--- src/hdl/vcb_pkg.sv ---
`timescale 1ns / 1ps
// ----------------------------------------------------------------------------
// vcb_pkg
// Shared widths, codes and controller/datapath handshake types of the
// vector clock barrier release core.
// ----------------------------------------------------------------------------
package vcb_pkg;

  // field and register widths
  localparam int CLK_W      = 31;
  localparam int WORD_W     = 32;
  localparam int CLIENT_W   = 4;
  localparam int TABLE_W    = 3;
  localparam int CCNT_W     = 5;
  localparam int TCNT_W     = 4;
  localparam int CFG_IDX_W  = 1;
  localparam int CFG_DATA_W = 5;
  localparam int ERR_W      = 2;
  localparam int REM_W      = 6;

  // configuration register indexes
  localparam logic [CFG_IDX_W-1:0] REG_CLIENT_COUNT = 1'b0;
  localparam logic [CFG_IDX_W-1:0] REG_TABLE_COUNT  = 1'b1;

  // result error codes
  localparam logic [ERR_W-1:0] ERR_NONE  = 2'd0;
  localparam logic [ERR_W-1:0] ERR_SEQ   = 2'd1;
  localparam logic [ERR_W-1:0] ERR_RANGE = 2'd2;

  // controller to datapath commands
  typedef struct packed {
    logic clear;       // clearing sweep write
    logic accept;      // capture item, read its clock and table clock
    logic store;       // write the new client clock
    logic scan_start;  // reset minimum search
    logic scan_issue;  // read next client clock for the minimum
    logic decide;      // write table clock, start modulo, reset counter
    logic mod_step;    // one remainder bit
    logic rel_read;    // read clock of the next released client
    logic load_err;    // load error result
    logic load_rel;    // load release result
  } cmd_t;

  // datapath to controller status
  typedef struct packed {
    logic clr_done;
    logic range_err;
    logic seq_err;
    logic cnt_last;
    logic release_due;
    logic mod_done;
    logic out_free;
  } status_t;

endpackage

--- src/hdl/vcb_ctrl.sv ---
`timescale 1ns / 1ps
// ----------------------------------------------------------------------------
// vcb_ctrl
// Sequencer of the barrier core: clearing sweep, clock check, minimum scan,
// remainder for the release start and the release run.
// ----------------------------------------------------------------------------
module vcb_ctrl (
  input  logic             clk_i,
  input  logic             rst_ni,
  input  logic             in_valid_i,
  output logic             in_stall_o,
  input  vcb_pkg::status_t st_i,
  output vcb_pkg::cmd_t    cmd_o
);

  typedef enum logic [9:0] {
    S_CLEAR    = 10'b00_0000_0001,
    S_IDLE     = 10'b00_0000_0010,
    S_LOOKUP   = 10'b00_0000_0100,
    S_ERR      = 10'b00_0000_1000,
    S_SCAN     = 10'b00_0001_0000,
    S_SCAN_END = 10'b00_0010_0000,
    S_DECIDE   = 10'b00_0100_0000,
    S_MOD      = 10'b00_1000_0000,
    S_REL_RD   = 10'b01_0000_0000,
    S_REL_OUT  = 10'b10_0000_0000
  } state_e;

  state_e state_q, state_d;

  // next state and commands
  always_comb begin
    state_d = state_q;
    cmd_o   = '0;
    case (state_q)
      S_CLEAR: begin
        cmd_o.clear = 1'b1;
        if (st_i.clr_done) begin
          state_d = S_IDLE;
        end
      end
      S_IDLE: begin
        if (in_valid_i) begin
          cmd_o.accept = 1'b1;
          state_d      = S_LOOKUP;
        end
      end
      S_LOOKUP: begin
        if (st_i.range_err || st_i.seq_err) begin
          state_d = S_ERR;
        end else begin
          cmd_o.store      = 1'b1;
          cmd_o.scan_start = 1'b1;
          state_d          = S_SCAN;
        end
      end
      S_ERR: begin
        if (st_i.out_free) begin
          cmd_o.load_err = 1'b1;
          state_d        = S_IDLE;
        end
      end
      S_SCAN: begin
        cmd_o.scan_issue = 1'b1;
        if (st_i.cnt_last) begin
          state_d = S_SCAN_END;
        end
      end
      S_SCAN_END: begin
        state_d = S_DECIDE;
      end
      S_DECIDE: begin
        if (st_i.release_due) begin
          cmd_o.decide = 1'b1;
          state_d      = S_MOD;
        end else begin
          state_d = S_IDLE;
        end
      end
      S_MOD: begin
        cmd_o.mod_step = 1'b1;
        if (st_i.mod_done) begin
          state_d = S_REL_RD;
        end
      end
      S_REL_RD: begin
        cmd_o.rel_read = 1'b1;
        state_d        = S_REL_OUT;
      end
      S_REL_OUT: begin
        if (st_i.out_free) begin
          cmd_o.load_rel = 1'b1;
          state_d        = st_i.cnt_last ? S_IDLE : S_REL_RD;
        end
      end
      default: begin
        state_d = S_IDLE;
      end
    endcase
  end

  // state register
  always_ff @(posedge clk_i or negedge rst_ni) begin
    if (!rst_ni) begin
      state_q <= S_CLEAR;
    end else begin
      state_q <= state_d;
    end
  end

  assign in_stall_o = (state_q != S_IDLE);

endmodule

--- config.mk ---
export PLATFORM = sky130hd
export DESIGN_NAME = vcb_ctrl
export DESIGN_NICKNAME = d
export VERILOG_FILES = /design/src/hdl/vcb_pkg.sv /design/src/hdl/vcb_ctrl.sv
export SDC_FILE = /design/constraint.sdc
export NUM_CORES = 1
export LEC_CHECK = 0
export BUFFER_PORTS_ARGS = -buffer_cell sky130_fd_sc_hd__buf_2
export CAP_MARGIN = 20
export CELL_PAD_IN_SITES_DETAIL_PLACEMENT = 0
export CELL_PAD_IN_SITES_GLOBAL_PLACEMENT = 2
export CORE_UTILIZATION = 30
export DETAILED_ROUTE_END_ITERATION = 10
export GPL_TIMING_DRIVEN = 0
export PLACE_DENSITY = 0.78
export SETUP_SLACK_MARGIN = 0.3
export SKIP_LAST_GASP = 1
export SYNTH_ARGS = -nofsm -noshare
export SYNTH_HDL_FRONTEND = slang
export SYNTH_SLANG_ARGS = --single-unit
--- constraint.sdc ---
create_clock -name clk_i -period 4.7 [get_ports clk_i]
set_input_delay 0.94 -clock clk_i [delete_from_list [all_inputs] [get_ports clk_i]]
set_output_delay 0.94 -clock clk_i [all_outputs]
set_load 0.1 [all_outputs]
## Word-level counts from Yosys, hierarchy flattened

Index checks and enable logic that the tools add are counted.

| storage, ports and cells | value |
|---|---|
| output and inout port bits | 11 |
| register bits after elaboration | 10 |
| logic and storage cells | 43 |

| operators by class | value |
|---|---|
| equal/unequal tests | 17 |
| reductions and logical operators | 2 |
| multiplexer cells | 23 |

Operator list:

| operator | number |
|---|---|
| $pmux W10 S10 | 1 |
| $mux W10 | 6 |
| $ne A2 B2 Y1 const B | 6 |
| $mux W1 | 11 |
| $eq A10 B1 Y1 const B | 1 |
| $eq A10 B10 Y1 const B | 1 |
| $eq A10 B2 Y1 const B | 1 |
| $eq A10 B3 Y1 const B | 1 |
| $eq A10 B4 Y1 const B | 1 |
| $eq A10 B5 Y1 const B | 1 |
| $eq A10 B6 Y1 const B | 1 |
| $eq A10 B7 Y1 const B | 1 |
| $eq A10 B8 Y1 const B | 1 |
| $eq A10 B9 Y1 const B | 1 |
| $ne A10 B2 Y1 const B | 1 |
| $mux W9 | 1 |
| $mux W8 | 1 |
| $reduce_and A6 Y1 | 1 |
| $mux W5 | 1 |
| $mux W2 | 2 |
| $logic_or A1 B1 Y1 | 1 |

## Depth between registers and ports, before layout

Gate-level depths: netlist (run 1).

| depth | value |
|---|---|
| depth after elaboration | 3 |
| depth in mapped cells | 6 |
| gate-level depth less buffers | 5 |

## Worst setup path after synthesis (run 1)

OpenSTA, ideal clock, no wires.

| timing | value |
|---|---|
| kind | register -> output |
| from | reg state_q[4] |
| to | out cmd_o[1] in the netlist's numbering |
| data arrival time | 4.318 ns |
| path buffers | 0 |
| stages on the path, launching flop included | 4 |
| path slack | -0.558 ns |
| cell sequence | dfrtp_1 -> or4_4 -> nor3_1 -> nor4b_1 |

RTL lines:

| what | RTL line | source |
|---|---|---|
| start: declaration | vcb_ctrl.sv:29 | `state_e state_q, state_d;` |
| start signal: assignment | vcb_ctrl.sv:107 | `state_q <= state_d;` |
| end: declaration | vcb_ctrl.sv:13 | `output vcb_pkg::cmd_t cmd_o` |

==> results of run 1 <==
-- routing by layer --
layer | vias up | routed length, um | global-route usage [%] | part of all wire (%)
met5 | - | 0 | 0 | 0
met4 | 0 | 0 | 5.556 | 0
met3 | 0 | 103 | 3.030 | 6.0
met2 | 21 | 778 | 22.44 | 45
met1 | 318 | 842 | 19.67 | 49
li1 | 356 | - | - | -
-- cell families (layout without fill, tap and decap cells) --
kind of cell,after synthesis,after routing
xor+xnor,3,3
simple gates,47,47
flops,10,10
compound gates,15,15
buf+inv,10,34
-- cells in the mapped netlist (2+ instances only) --
cell type | number | share of area (%)
buf_4 | 3 | 3.2
nor4b_1 | 2 | 2.5
clkbuf_1 | 2 | 1.1
or4_4 | 3 | 4.8
nor4_1 | 4 | 3.5
dfrtp_1 | 9 | 32
nor3_1 | 9 | 6.3
a21o_1 | 2 | 2.1
nand2_1 | 3 | 1.6
nor2_1 | 12 | 6.3
o22ai_1 | 2 | 1.8
nand4_1 | 2 | 1.8
xnor2_1 | 2 | 2.5
nand2b_1 | 2 | 1.8
a21oi_1 | 2 | 1.4
inv_1 | 4 | 2.1
nor2b_1 | 3 | 2.6
o21ai_0 | 2 | 1.4
-- area by class of cell --
| type | instances | area share, % |
|---|---|---|
| Multi-Input combinational cell | 65 | 47.03 |
| Buffer | 6 | 4.661 |
| Sequential cell | 10 | 28.39 |
| Timing Repair Buffer | 20 | 11.30 |
| Clock buffer | 4 | 2.966 |
| Inverter | 4 | 1.695 |
| Tap cell | 28 | 3.955 |
-- worst max-delay path, delay by kind of cell (launching register included) --
kind                   cells  cell delay (ns)
DFF                        1             0.45
and+or+nand+nor            4             1.43
buffers and inverters      2             0.60
-- metrics by stage --
| step | power, W | instance area, um^2 | setup slack, ns |
|---|---|---|---|
| floorplan | 0.0003488 | 724.4 | 0.6406 |
| global placement | 0.0003997 | 859.6 | 1.264 |
| detailed placement | 0.0003987 | 859.6 | 1.294 |
| CTS | 0.0004634 | 885.9 | 0.9888 |
| global route | 0.0004920 | 885.9 | 0.8370 |
| finish | 0.0004574 | 885.9 | 1.020 |
-- how the worst max path moves through the flow --
stage	end	cells after the start
2_1_floorplan	cmd_o[8]	4
3_3_place_gp	cmd_o[6]	6
3_5_place_dp	cmd_o[6]	6
4_1_cts	cmd_o[6]	6
5_1_grt	cmd_o[7]	6
6_report	cmd_o[6]	6
-- power by group through the flow --
stage / sequential [W] / clock (W) / combinational [W]
finish: 0.000103 / 0.0000609 / 0.000293
global placement: 0.000105 / 0 / 0.000295
global route: 0.000105 / 0.0000716 / 0.000316
floorplan: 0.000104 / 0 / 0.000245
detailed placement: 0.000105 / 0 / 0.000294
CTS: 0.000103 / 0.0000649 / 0.000295
==> key figures, run 1 <==
Clocking
  – Post-CTS setup buffers: 0
  – Post-CTS sizing: 0
  – CTS tree: done
  – Cts bufs inserted: 3
  – Clk_lat worst skew: between 0.2 and 0.3 ns
  – CTS root buf: clkbuf_4
  – Clk sink count: 10
  – Clock transition at path regs: approximately 0.070 ns
  – Hold_buf cts: 0
  – Max Buffers Root-to-Sink: 2
  – H-tree depth: 1

Critical path
  – Crit. End Element: output pin
  – Crit-path max cell delay: approximately 0.60 ns
  – R2R depth: 6
  – CP required: around 3.8 ns
  – RR Endpoint: state_q[1]
  – Critical path data arrival time: 2.74 ns
  – Max FO, Critical Path: 7
  – CP Launch Type: flop
  – Register-to-register path setup slack: 2.55 ns
  – CP cell instances: or4_4, nor3_1, nand3b_1, nor4_1, buf_4, buf_2
  – Slowest cell on the critical path: or4_4
  – R2r startpoint: state_q[3]
  – Setup crit start: state_q[4]
  – Critical path type: flop to output pin

Yosys
  – Synth Area in Simple Gates: 38.27%
  – Synth Area in Compound Gates: between 10% and 20%
  – Fraction of registers with async set/reset: 100.0%
  – Post-synthesis adder-cell area fraction: 0%
  – Post-Synth XOR/XNOR Area: under 10%
  – Largest family of logic cells by synthesized area: simple AND/OR/NAND/NOR gates
  – Mapped Cells: 85
  – Mux share of post-synthesis cell area: 0%
  – Post-Syn Nets: between 90 and 100
  – Unique cell type count in the Yosys netlist: 35
  – Sequential fraction of the synthesis area: between 30% and 40%
  – Synth Area per Inst: roughly 8.3 um^2
  – Post-synth EDFFs: 0
  – Post-synthesis cell area: 709.4 um^2
  – Synth Register Bits: 10
  – Yosys warning count: 0
  – Main synth FF type: dfrtp_1

Final layout
  – Reg area: 251.5 um^2
  – Commonest non-fill, non-tap cell in the layout: buf_2
  – Commonest non-fill, non-tap cells in the layout: buf_2, nor2_1, nor3_1, dfrtp_1
  – Layout net count: 120
  – Multi-input gate area: approximately 420 um^2
  – FILL cells: approximately 250
  – Max reg flops: 10
  – Final Util: 40.05%
  – Share of layout cells above drive strength 1: 33.94%
  – Number of diodes: 0
  – Non-Filler Instances: about 140
  – Biggest register: state_q
  – Area growth, synth to finish: 24.87%
  – Biggest regs: state_q: 10 flops

Die
  – # rows: 17
  – Effective utilization at floorplan: about a third
  – Die ar.: 2563 um^2
  – Core Box Area: around 2200 um^2
  – Die Wd: approximately 51 um
  – Die H: about 50 um
  – I/O pins: 21

Routing
  – Initial DRC count: 14
  – DR vias: roughly 700
  – Routed Antenna Nets: 0
  – Drt pass-1 iters: 4
  – WL/cell: approximately 13 um
  – Number of remaining DRC errors: 0
  – Vias per Instance: between 5 and 6
  – Aggregate routed wire length: 1.724 mm

Timing
  – Final Hold Viols: 0
  – Max-slew violation count: 0
  – Fin Setup TNS: 0 ns
  – RSZ-0062 raised after global routing: false
  – Hold WS: 0.5285 ns
  – Fin crit share: between 70% and 80%
  – Max Clock Skew: about 0.007 ns
  – Final setup viols: 0
  – Tmin final: between 3 and 4 ns
  – Worst-Margin Slew: ~0.48 ns
  – FMAX: 271.7 MHz
  – Worst relative slew slack: between 60% and 70%

Power
  – Maximum vdd drop: between 300 and 400 uV
  – Comb power frac: about 64%
  – NetSw: 0.0002379 W
  – Clock Power Share: a little over an eighth
  – Pint: 0.0002195 W
  – Leak: around 0.44 nW
  – Switch share: 52.01%
  – Pwr Density: between 500 and 600 nW/um^2
  – Sequential share of power: about 23%

Global route
  – Grt ovf: 0
  – Number of global-route vias before repair: 620
  – First-pass GRT wire length: 2.780 mm
  – Largest net degree at the start of global routing: 11
  – Total track usage: roughly 15%
  – Initial antenna violation count: 0

Hold path
  – Worst Hold Class: input pin to asynchronous set/reset pin

Place
  – Placed cells: about 130
  – Routability Congestion: between 0.7 and 0.8
  – Port bufs: 20
  – DPL Wire Length: about 1.4 mm

Outcome
  – Status: complete, no violations

Flow run
  – Number of max-cap violations: 0
(Power assumes the default switching activity.)
==> inputs of run 2 (changes only) <==
--- a/config.mk
+++ b/config.mk
@@ -9,10 +9,10 @@
 export CAP_MARGIN = 20
 export CELL_PAD_IN_SITES_DETAIL_PLACEMENT = 0
 export CELL_PAD_IN_SITES_GLOBAL_PLACEMENT = 2
-export CORE_UTILIZATION = 30
+export CORE_UTILIZATION = 28
 export DETAILED_ROUTE_END_ITERATION = 10
 export GPL_TIMING_DRIVEN = 0
-export PLACE_DENSITY = 0.78
+export PLACE_DENSITY = 0.73
 export SETUP_SLACK_MARGIN = 0.3
 export SKIP_LAST_GASP = 1
 export SYNTH_ARGS = -nofsm -noshare
==> constraint.sdc (replaced) <==
create_clock -name clk_i -period 3.6 [get_ports clk_i]
set_input_delay 0.72 -clock clk_i [delete_from_list [all_inputs] [get_ports clk_i]]
set_output_delay 0.72 -clock clk_i [all_outputs]
set_load 0.1 [all_outputs]
==> run 2 against run 1 <==
Effect of this change: global-route usage rose by 2.2 points; worst setup slack worse by 0.58 ns; clock-buffer cell count unchanged; via count fell by 0.43%; combinational power grew 42%; clock skew rose by 0.0011 ns; register-to-register slack got worse by 1.2 ns; first-iteration DRC count shrank 64%; total power up 39%; largest cell class unchanged; utilization up 1.4 points; clock power increased by 39%.
==> key figures, run 2 (synthesis results as in run 1) <==
Global route
  – Total track usage: 16.73% (+2.2 points)
  – Grt ovf: 0 (unchanged)
  – Largest net degree at the start of global routing: 11 (unchanged)
  – Number of global-route vias before repair: 678 (+9.4%)
  – First-pass GRT wire length: 3.277 mm (+18%)
  – Initial antenna violation count: 0 (unchanged)

Routing
  – Routed Antenna Nets: 0 (unchanged)
  – DR vias: 692 (-0.43%)
  – Drt pass-1 iters: 4 (unchanged)
  – WL/cell: 13.58 um (+7.9%)
  – Vias per Instance: 5.051 (-0.43%)
  – Aggregate routed wire length: 1.860 mm (+7.9%)
  – Number of remaining DRC errors: 0 (unchanged)
  – Initial DRC count: 5 (-9)

Final layout
  – Share of layout cells above drive strength 1: 39.45% (+5.5 points)
  – Commonest non-fill, non-tap cells in the layout: buf_2, nor2_1, nor3_1, dfrtp_1, buf_4
  – Biggest regs: state_q: 10 flops
  – Biggest register: state_q
  – Area growth, synth to finish: 34.22%
  – Layout net count: 120 (unchanged)
  – Commonest non-fill, non-tap cell in the layout: buf_2
  – FILL cells: 246 (-2.4%)
  – Max reg flops: 10 (unchanged)
  – Number of diodes: 0 (unchanged)

Clocking
  – Max Buffers Root-to-Sink: 2 (unchanged)
  – Clk sink count: 10 (unchanged)
  – Clk_lat worst skew: 0.27 ns (about the same)
  – H-tree depth: 1 (unchanged)
  – CTS root buf: clkbuf_4
  – CTS tree: done
  – Clock transition at path regs: 0.07 ns (about the same)
  – Post-CTS setup buffers: 0 (unchanged)
  – Cts bufs inserted: 3 (unchanged)

Critical path
  – Critical path type: flop to output pin
  – RR Endpoint: state_q[1]
  – Max FO, Critical Path: 10 (+3)
  – Critical path data arrival time: 2.44 ns (-0.30 ns)
  – CP cell instances: clkbuf_1, or4_4, or4_4, and2b_2, buf_4
  – Slowest cell on the critical path: or4_4
  – CP Launch Type: flop
  – CP required: 2.88 ns (-0.88 ns)
  – Crit-path max cell delay: 0.53 ns (-0.07 ns)
  – Register-to-register path setup slack: 1.36 ns (-1.19 ns)
  – R2R depth: 6 (unchanged)
  – Critical path's most frequent cell: or4_4
  – R2r startpoint: state_q[3]
  – Crit. End Element: output pin

Timing
  – Tmin final: roughly 3.2 ns
  – Max Clock Skew: 0.008234 ns (+0.001089 ns)
  – Final Hold Viols: 0 (unchanged)
  – Worst relative slew slack: 64.21% (-3.6 points)
  – Fin crit share: just under 90%
  – Final setup viols: 0 (unchanged)
  – RSZ-0062 raised after global routing: false
  – Max-slew violation count: 0 (unchanged)
  – Worst-Margin Slew: 0.5368 ns (+0.05779 ns)
  – Hold WS: 0.3000 ns (-0.2285 ns)
  – Fin Setup TNS: 0 ns (unchanged)
  – FMAX: ~320 MHz

Die
  – # rows: 17 (unchanged)
  – Die Wd: 52.34 um (+3.4%)
  – I/O pins: 21 (unchanged)
  – Effective utilization at floorplan: 30.88% (-1.2 points)
  – Die ar.: 2739 um^2 (+6.8%)
  – Core Box Area: 2297 um^2 (+3.8%)
  – Die H: 52.34 um (+3.4%)

Hold path
  – Worst Hold Class: input pin to asynchronous set/reset pin

Outcome
  – Status: complete, no violations

Place
  – Routability Congestion: 0.7964 (+3.8%)
  – DPL Wire Length: 1.410 mm (+4.1%)
  – Port bufs: 20 (unchanged)

Power
  – Leak: 0.4427 nW (+1.6%)
  – Pwr Density: 668.4 nW/um^2 (+29%)
  – Maximum vdd drop: 564.0 uV (+50%)

Flow run
  – Number of max-cap violations: 0 (unchanged)
## run 2: report_power, final
| group | internal (W) | switching [W] | total, W |
|---|---|---|---|
| clock | 0.0000429 | 0.0000417 | 0.0000846 |
| sequential | 0.000128 | 0.00000654 | 0.000135 |
| combinational | 0.000127 | 0.000290 | 0.000417 |
## run 2: worst max-delay path by stage
| stage | start | cells after the start | end | slack [ns] |
|---|---|---|---|---|
| after floorplan | state_q[9] | 4 | cmd_o[8] | 0.11 |
| after global placement | state_q[4] | 6 | cmd_o[7] | 0.35 |
| after detailed placement | state_q[4] | 6 | cmd_o[6] | 0.39 |
| after CTS | state_q[3] | 5 | cmd_o[3] | 0.33 |
| after global routing | state_q[4] | 6 | cmd_o[6] | 0.33 |
| final | state_q[3] | 5 | cmd_o[3] | 0.44 |
## run 2: stage by stage
stage	power, W	util [%]	instance area (um^2)	instances	setup WS [ns]
2_1_floorplan	0.0004778	-	763.2	85	0.1094
3_3_place_gp	0.0005463	39.11	898.4	133	0.3489
3_5_place_dp	0.0005439	39.11	898.4	133	0.3925
4_1_cts	0.0006347	40.74	935.9	137	0.3292
5_1_grt	0.0006824	41.45	952.2	137	0.3329
6_report	0.0006365	41.45	952.2	137	0.4415
## run 2: per-layer routing
layer  global-route usage (%)  share of wire (%)  wire, um  up-vias
li1                         -                  -         -      357
met4                    5.263                1.3        25        0
met3                    4.348                4.0        74        4
met2                    26.16                 47       877       15
met1                    22.11                 47       883      316
met5                        0                  0         0        -
## run 2: what timing repair did
| action | in CTS | in global routing |
|---|---|---|
| setup endpoints to repair | 2 | 3 |
| hold buffers | 0 | 0 |
| hold endpoints to repair | 0 | 0 |
| resized for setup | 3 | 4 |
## run 2: critical path: cells and delay by family, from the launching register on
kind / cells / cell delay, ns
buffers and inverters: 2 / 0.54
DFF: 1 / 0.36
and+or+nand+nor: 3 / 1.26
## run 2: cell type report
class                           count  area, um^2  area share, %
Multi-Input combinational cell     65       474.2          49.80
Sequential cell                    10       252.7          26.54
Timing Repair Buffer               20       107.6          11.30
Buffer                              6       41.29          4.336
Tap cell                           28       35.03          3.679
Clock buffer                        4       26.28          2.760
Inverter                            4       15.01          1.577
==> inputs of run 3 (changes only) <==
--- a/config.mk
+++ b/config.mk
@@ -5,14 +5,16 @@
 export SDC_FILE = /design/constraint.sdc
 export NUM_CORES = 1
 export LEC_CHECK = 0
+export ABC_AREA = 1
 export BUFFER_PORTS_ARGS = -buffer_cell sky130_fd_sc_hd__buf_2
 export CAP_MARGIN = 20
 export CELL_PAD_IN_SITES_DETAIL_PLACEMENT = 0
 export CELL_PAD_IN_SITES_GLOBAL_PLACEMENT = 2
-export CORE_UTILIZATION = 28
+export CORE_UTILIZATION = 26
+export CTS_CLUSTER_SIZE = 10
 export DETAILED_ROUTE_END_ITERATION = 10
 export GPL_TIMING_DRIVEN = 0
-export PLACE_DENSITY = 0.73
+export PLACE_DENSITY = 0.85
 export SETUP_SLACK_MARGIN = 0.3
 export SKIP_LAST_GASP = 1
 export SYNTH_ARGS = -nofsm -noshare
==> run 3 against run 2 <==
Effect of this change: synthesized cell count up 32%; synthesized area increased by 5.6%; cell count up 22%; clock skew shrank 0.0030 ns; utilization decreased by 7.8 points; maximum frequency grew 21%; sequential power up 9%; sequential cell count did not move.
==> key figures, run 3 <==
Critical path
  – RR Endpoint: state_q[1]
  – Register-to-register path setup slack: 2.12 ns (+0.76 ns)
  – Critical path type: flop to output pin
  – Largest delay share family, worst path: buffers and inverters
  – Crit-path max cell delay: 0.41 ns (-0.12 ns)
  – Max FO, Critical Path: 4 (-6)
  – Critical path data arrival time: 1.90 ns (-0.54 ns)
  – Crit. End Element: output pin
  – Slowest cell on the critical path: buf_2
  – CP cell instances: nor2_2, nand2_2, inv_2, nand3_1, nor3_2, buf_4, buf_2
  – R2R depth: 10 (+4)
  – CP Launch Type: flop
  – CP required: 2.88 ns (about the same)
  – R2r startpoint: state_q[8]
  – Worst path bufs/invs: 3 (+1)

Timing
  – FMAX: 381.9 MHz (+21%)
  – Max-slew violation count: 0 (unchanged)
  – Tmin final: 2.618 ns (-0.5404 ns)
  – Hold WS: 0.2939 ns (-0.006108 ns)
  – Worst-Margin Slew: 0.4882 ns (-0.04860 ns)
  – Final setup viols: 0 (unchanged)
  – Fin Setup TNS: 0 ns (unchanged)
  – Max Clock Skew: 0.005202 ns (-0.003032 ns)
  – RSZ-0062 raised after global routing: false
  – Final Hold Viols: 0 (unchanged)
  – Worst relative slew slack: 67.68% (+3.5 points)
  – Fin crit share: 72.73% (-15 points)

Final layout
  – Commonest non-fill, non-tap cells in the layout: nand2_1, inv_1, buf_2, nor2_1, dfrtp_1
  – Max reg flops: 10 (unchanged)
  – Biggest register: state_q
  – Layout net count: 147 (+23%)
  – Commonest non-fill, non-tap cell in the layout: nand2_1
  – Number of diodes: 0 (unchanged)
  – Area growth, synth to finish: 22.87%
  – FILL cells: 299 (+22%)
  – Share of layout cells above drive strength 1: 34.56% (-4.9 points)
  – Biggest regs: state_q: 10 flops

Die
  – Die ar.: 3101 um^2 (+13%)
  – Core Box Area: 2734 um^2 (+19%)
  – Die Wd: 55.69 um (+6.4%)
  – I/O pins: 21 (unchanged)
  – # rows: 19 (+2)
  – Die H: 55.69 um (+6.4%)
  – Effective utilization at floorplan: 27.41% (-3.5 points)

Yosys
  – Largest family of logic cells by synthesized area: simple AND/OR/NAND/NOR gates
  – Synth Area in Compound Gates: 4.841% (-9.8 points)
  – Post-synthesis adder-cell area fraction: 0% (unchanged)
  – Synth Register Bits: 10 (unchanged)
  – Main synth FF type: dfrtp_1
  – Synth Area in Simple Gates: 47.08% (+8.8 points)
  – Synth area leaders: dfrtp_1, nand2_1, inv_1
  – Sequential fraction of the synthesis area: 33.56% (-1.9 points)
  – Count leader, synth: nand2_1
  – Top cell type's share of synthesized area: 30.05% (-1.7 points)
  – Post-synthesis cell area: 749.5 um^2 (+5.6%)
  – Cell taking the most area after synthesis: dfrtp_1
  – Mux share of post-synthesis cell area: 0% (unchanged)
  – Mapped Cells: 112 (+32%)
  – Unique cell type count in the Yosys netlist: 20 (-43%)
  – Post-Synth XOR/XNOR Area: 0% (-3.7 points)
  – Post-Syn Nets: 122 (+28%)
  – Yosys warning count: 0 (unchanged)
  – Fraction of registers with async set/reset: 100.0% (unchanged)
  – Post-synth top cells: nand2_1, inv_1, nor2_1, dfrtp_1, nand3_1
  – Synth Area per Inst: 6.692 um^2 (-20%)
  – Post-synth EDFFs: 0 (unchanged)

Clocking
  – CTS tree: done
  – Clk sink count: 10 (unchanged)
  – Cts bufs inserted: 3 (unchanged)
  – Post-CTS sizing: 0 (-3)
  – H-tree depth: 1 (unchanged)
  – Clk_lat worst skew: 0.27 ns (about the same)
  – Max Buffers Root-to-Sink: 2 (unchanged)
  – CTS root buf: clkbuf_4
  – Hold_buf cts: 0 (unchanged)
  – Post-CTS setup buffers: 0 (unchanged)
  – Clock transition at path regs: 0.07 ns (about the same)

Routing
  – Number of remaining DRC errors: 0 (unchanged)
  – Initial DRC count: 14 (+9)
  – WL/cell: 9.707 um (-29%)
  – Aggregate routed wire length: 1.621 mm (-13%)
  – Routed Antenna Nets: 0 (unchanged)
  – DR vias: 703 (+1.6%)
  – Vias per Instance: 4.210 (-17%)
  – Drt pass-1 iters: 4 (unchanged)

Outcome
  – Status: complete, no violations

Power
  – Leak: 0.5907 nW (+33%)
  – Pwr Density: 662.0 nW/um^2 (-0.96%)
  – Final total power: 0.0006096 W (-4.2%)
  – Maximum vdd drop: 586.4 uV (+4.0%)

Global route
  – Total track usage: 12.94% (-3.8 points)
  – Initial antenna violation count: 0 (unchanged)
  – Grt ovf: 0 (unchanged)
  – First-pass GRT wire length: 2.994 mm (-8.6%)
  – Number of global-route vias before repair: 688 (+1.5%)
  – Largest net degree at the start of global routing: 11 (unchanged)

Place
  – Port bufs: 20 (unchanged)
  – DPL Wire Length: 1.402 mm (-0.62%)
  – Routability Congestion: 0.7867 (-1.2%)

Flow run
  – Number of max-cap violations: 0 (unchanged)

Hold path
  – Worst Hold Class: input pin to asynchronous set/reset pin
## run 3: worst max-delay path by stage
stage                    start       end  slack (ns)  cells past startpoint
finish              state_q[7]  cmd_o[6]        0.98                      7
global placement    state_q[4]  cmd_o[7]        1.27                      7
global route        state_q[4]  cmd_o[6]        0.79                      7
floorplan           state_q[4]  cmd_o[8]        0.37                      5
detailed placement  state_q[4]  cmd_o[6]        1.25                      7
CTS                 state_q[4]  cmd_o[6]        0.94                      7
## run 3: cell type report
class	count	area (um^2)	area share, %
repair buffers	20	100.1	10.87
well taps	31	38.79	4.212
plain buffers	2	15.01	1.630
multi-input cells	75	395.4	42.93
clock buffers	4	26.28	2.853
inverters	25	93.84	10.19
flip-flops and latches	10	251.5	27.31
## run 3: power breakdown
group | leakage (nW) | switching (W) | internal (W) | total, W
sequential | 0.132 | 0.0000185 | 0.000129 | 0.000147
combinational | 0.443 | 0.000280 | 0.0000979 | 0.000378
clock | 0.0150 | 0.0000414 | 0.0000429 | 0.0000844
total | 0.591 | 0.000340 | 0.000269 | 0.000610
## run 3: metal layers
layer / share of wire, % / vias to the layer above / GRT usage (%)
li1: - / 377 / -
met1: 45 / 309 / 15.30
met2: 49 / 15 / 21.17
met3: 5.1 / 2 / 5.349
met4: 0.62 / 0 / 4.286
met5: 0 / - / 0
## run 3: kinds of logic (layout without fill, tap and decap cells)
logic type      Yosys count  after routing
simple gates             69             69
buf+inv                  27             51
flops                    10             10
compound gates            6              6
## run 3: worst reg2reg max path: stages, from the launching register on
cell     delay [ns]
dfrtp_1        0.40
nor2_1         0.25
nand2_1        0.14
nor2_4         0.13
nand3_1        0.13
nand2_1        0.10
inv_2          0.04
nand2_1        0.05
nor2_1         0.04
nand2_1        0.06
nand2_1        0.04
## run 3: through the flow
step                      setup WS (ns)  instance area, um^2  utilization, %  instances
after global routing             0.7948                920.9           33.68        167
after CTS                        0.9365                920.9           33.68        167
after detailed placement          1.249                894.6           32.72        163
final                            0.9818                920.9           33.68        167
after global placement            1.274                894.6           32.72        163
after floorplan                  0.3656                755.7               -        112
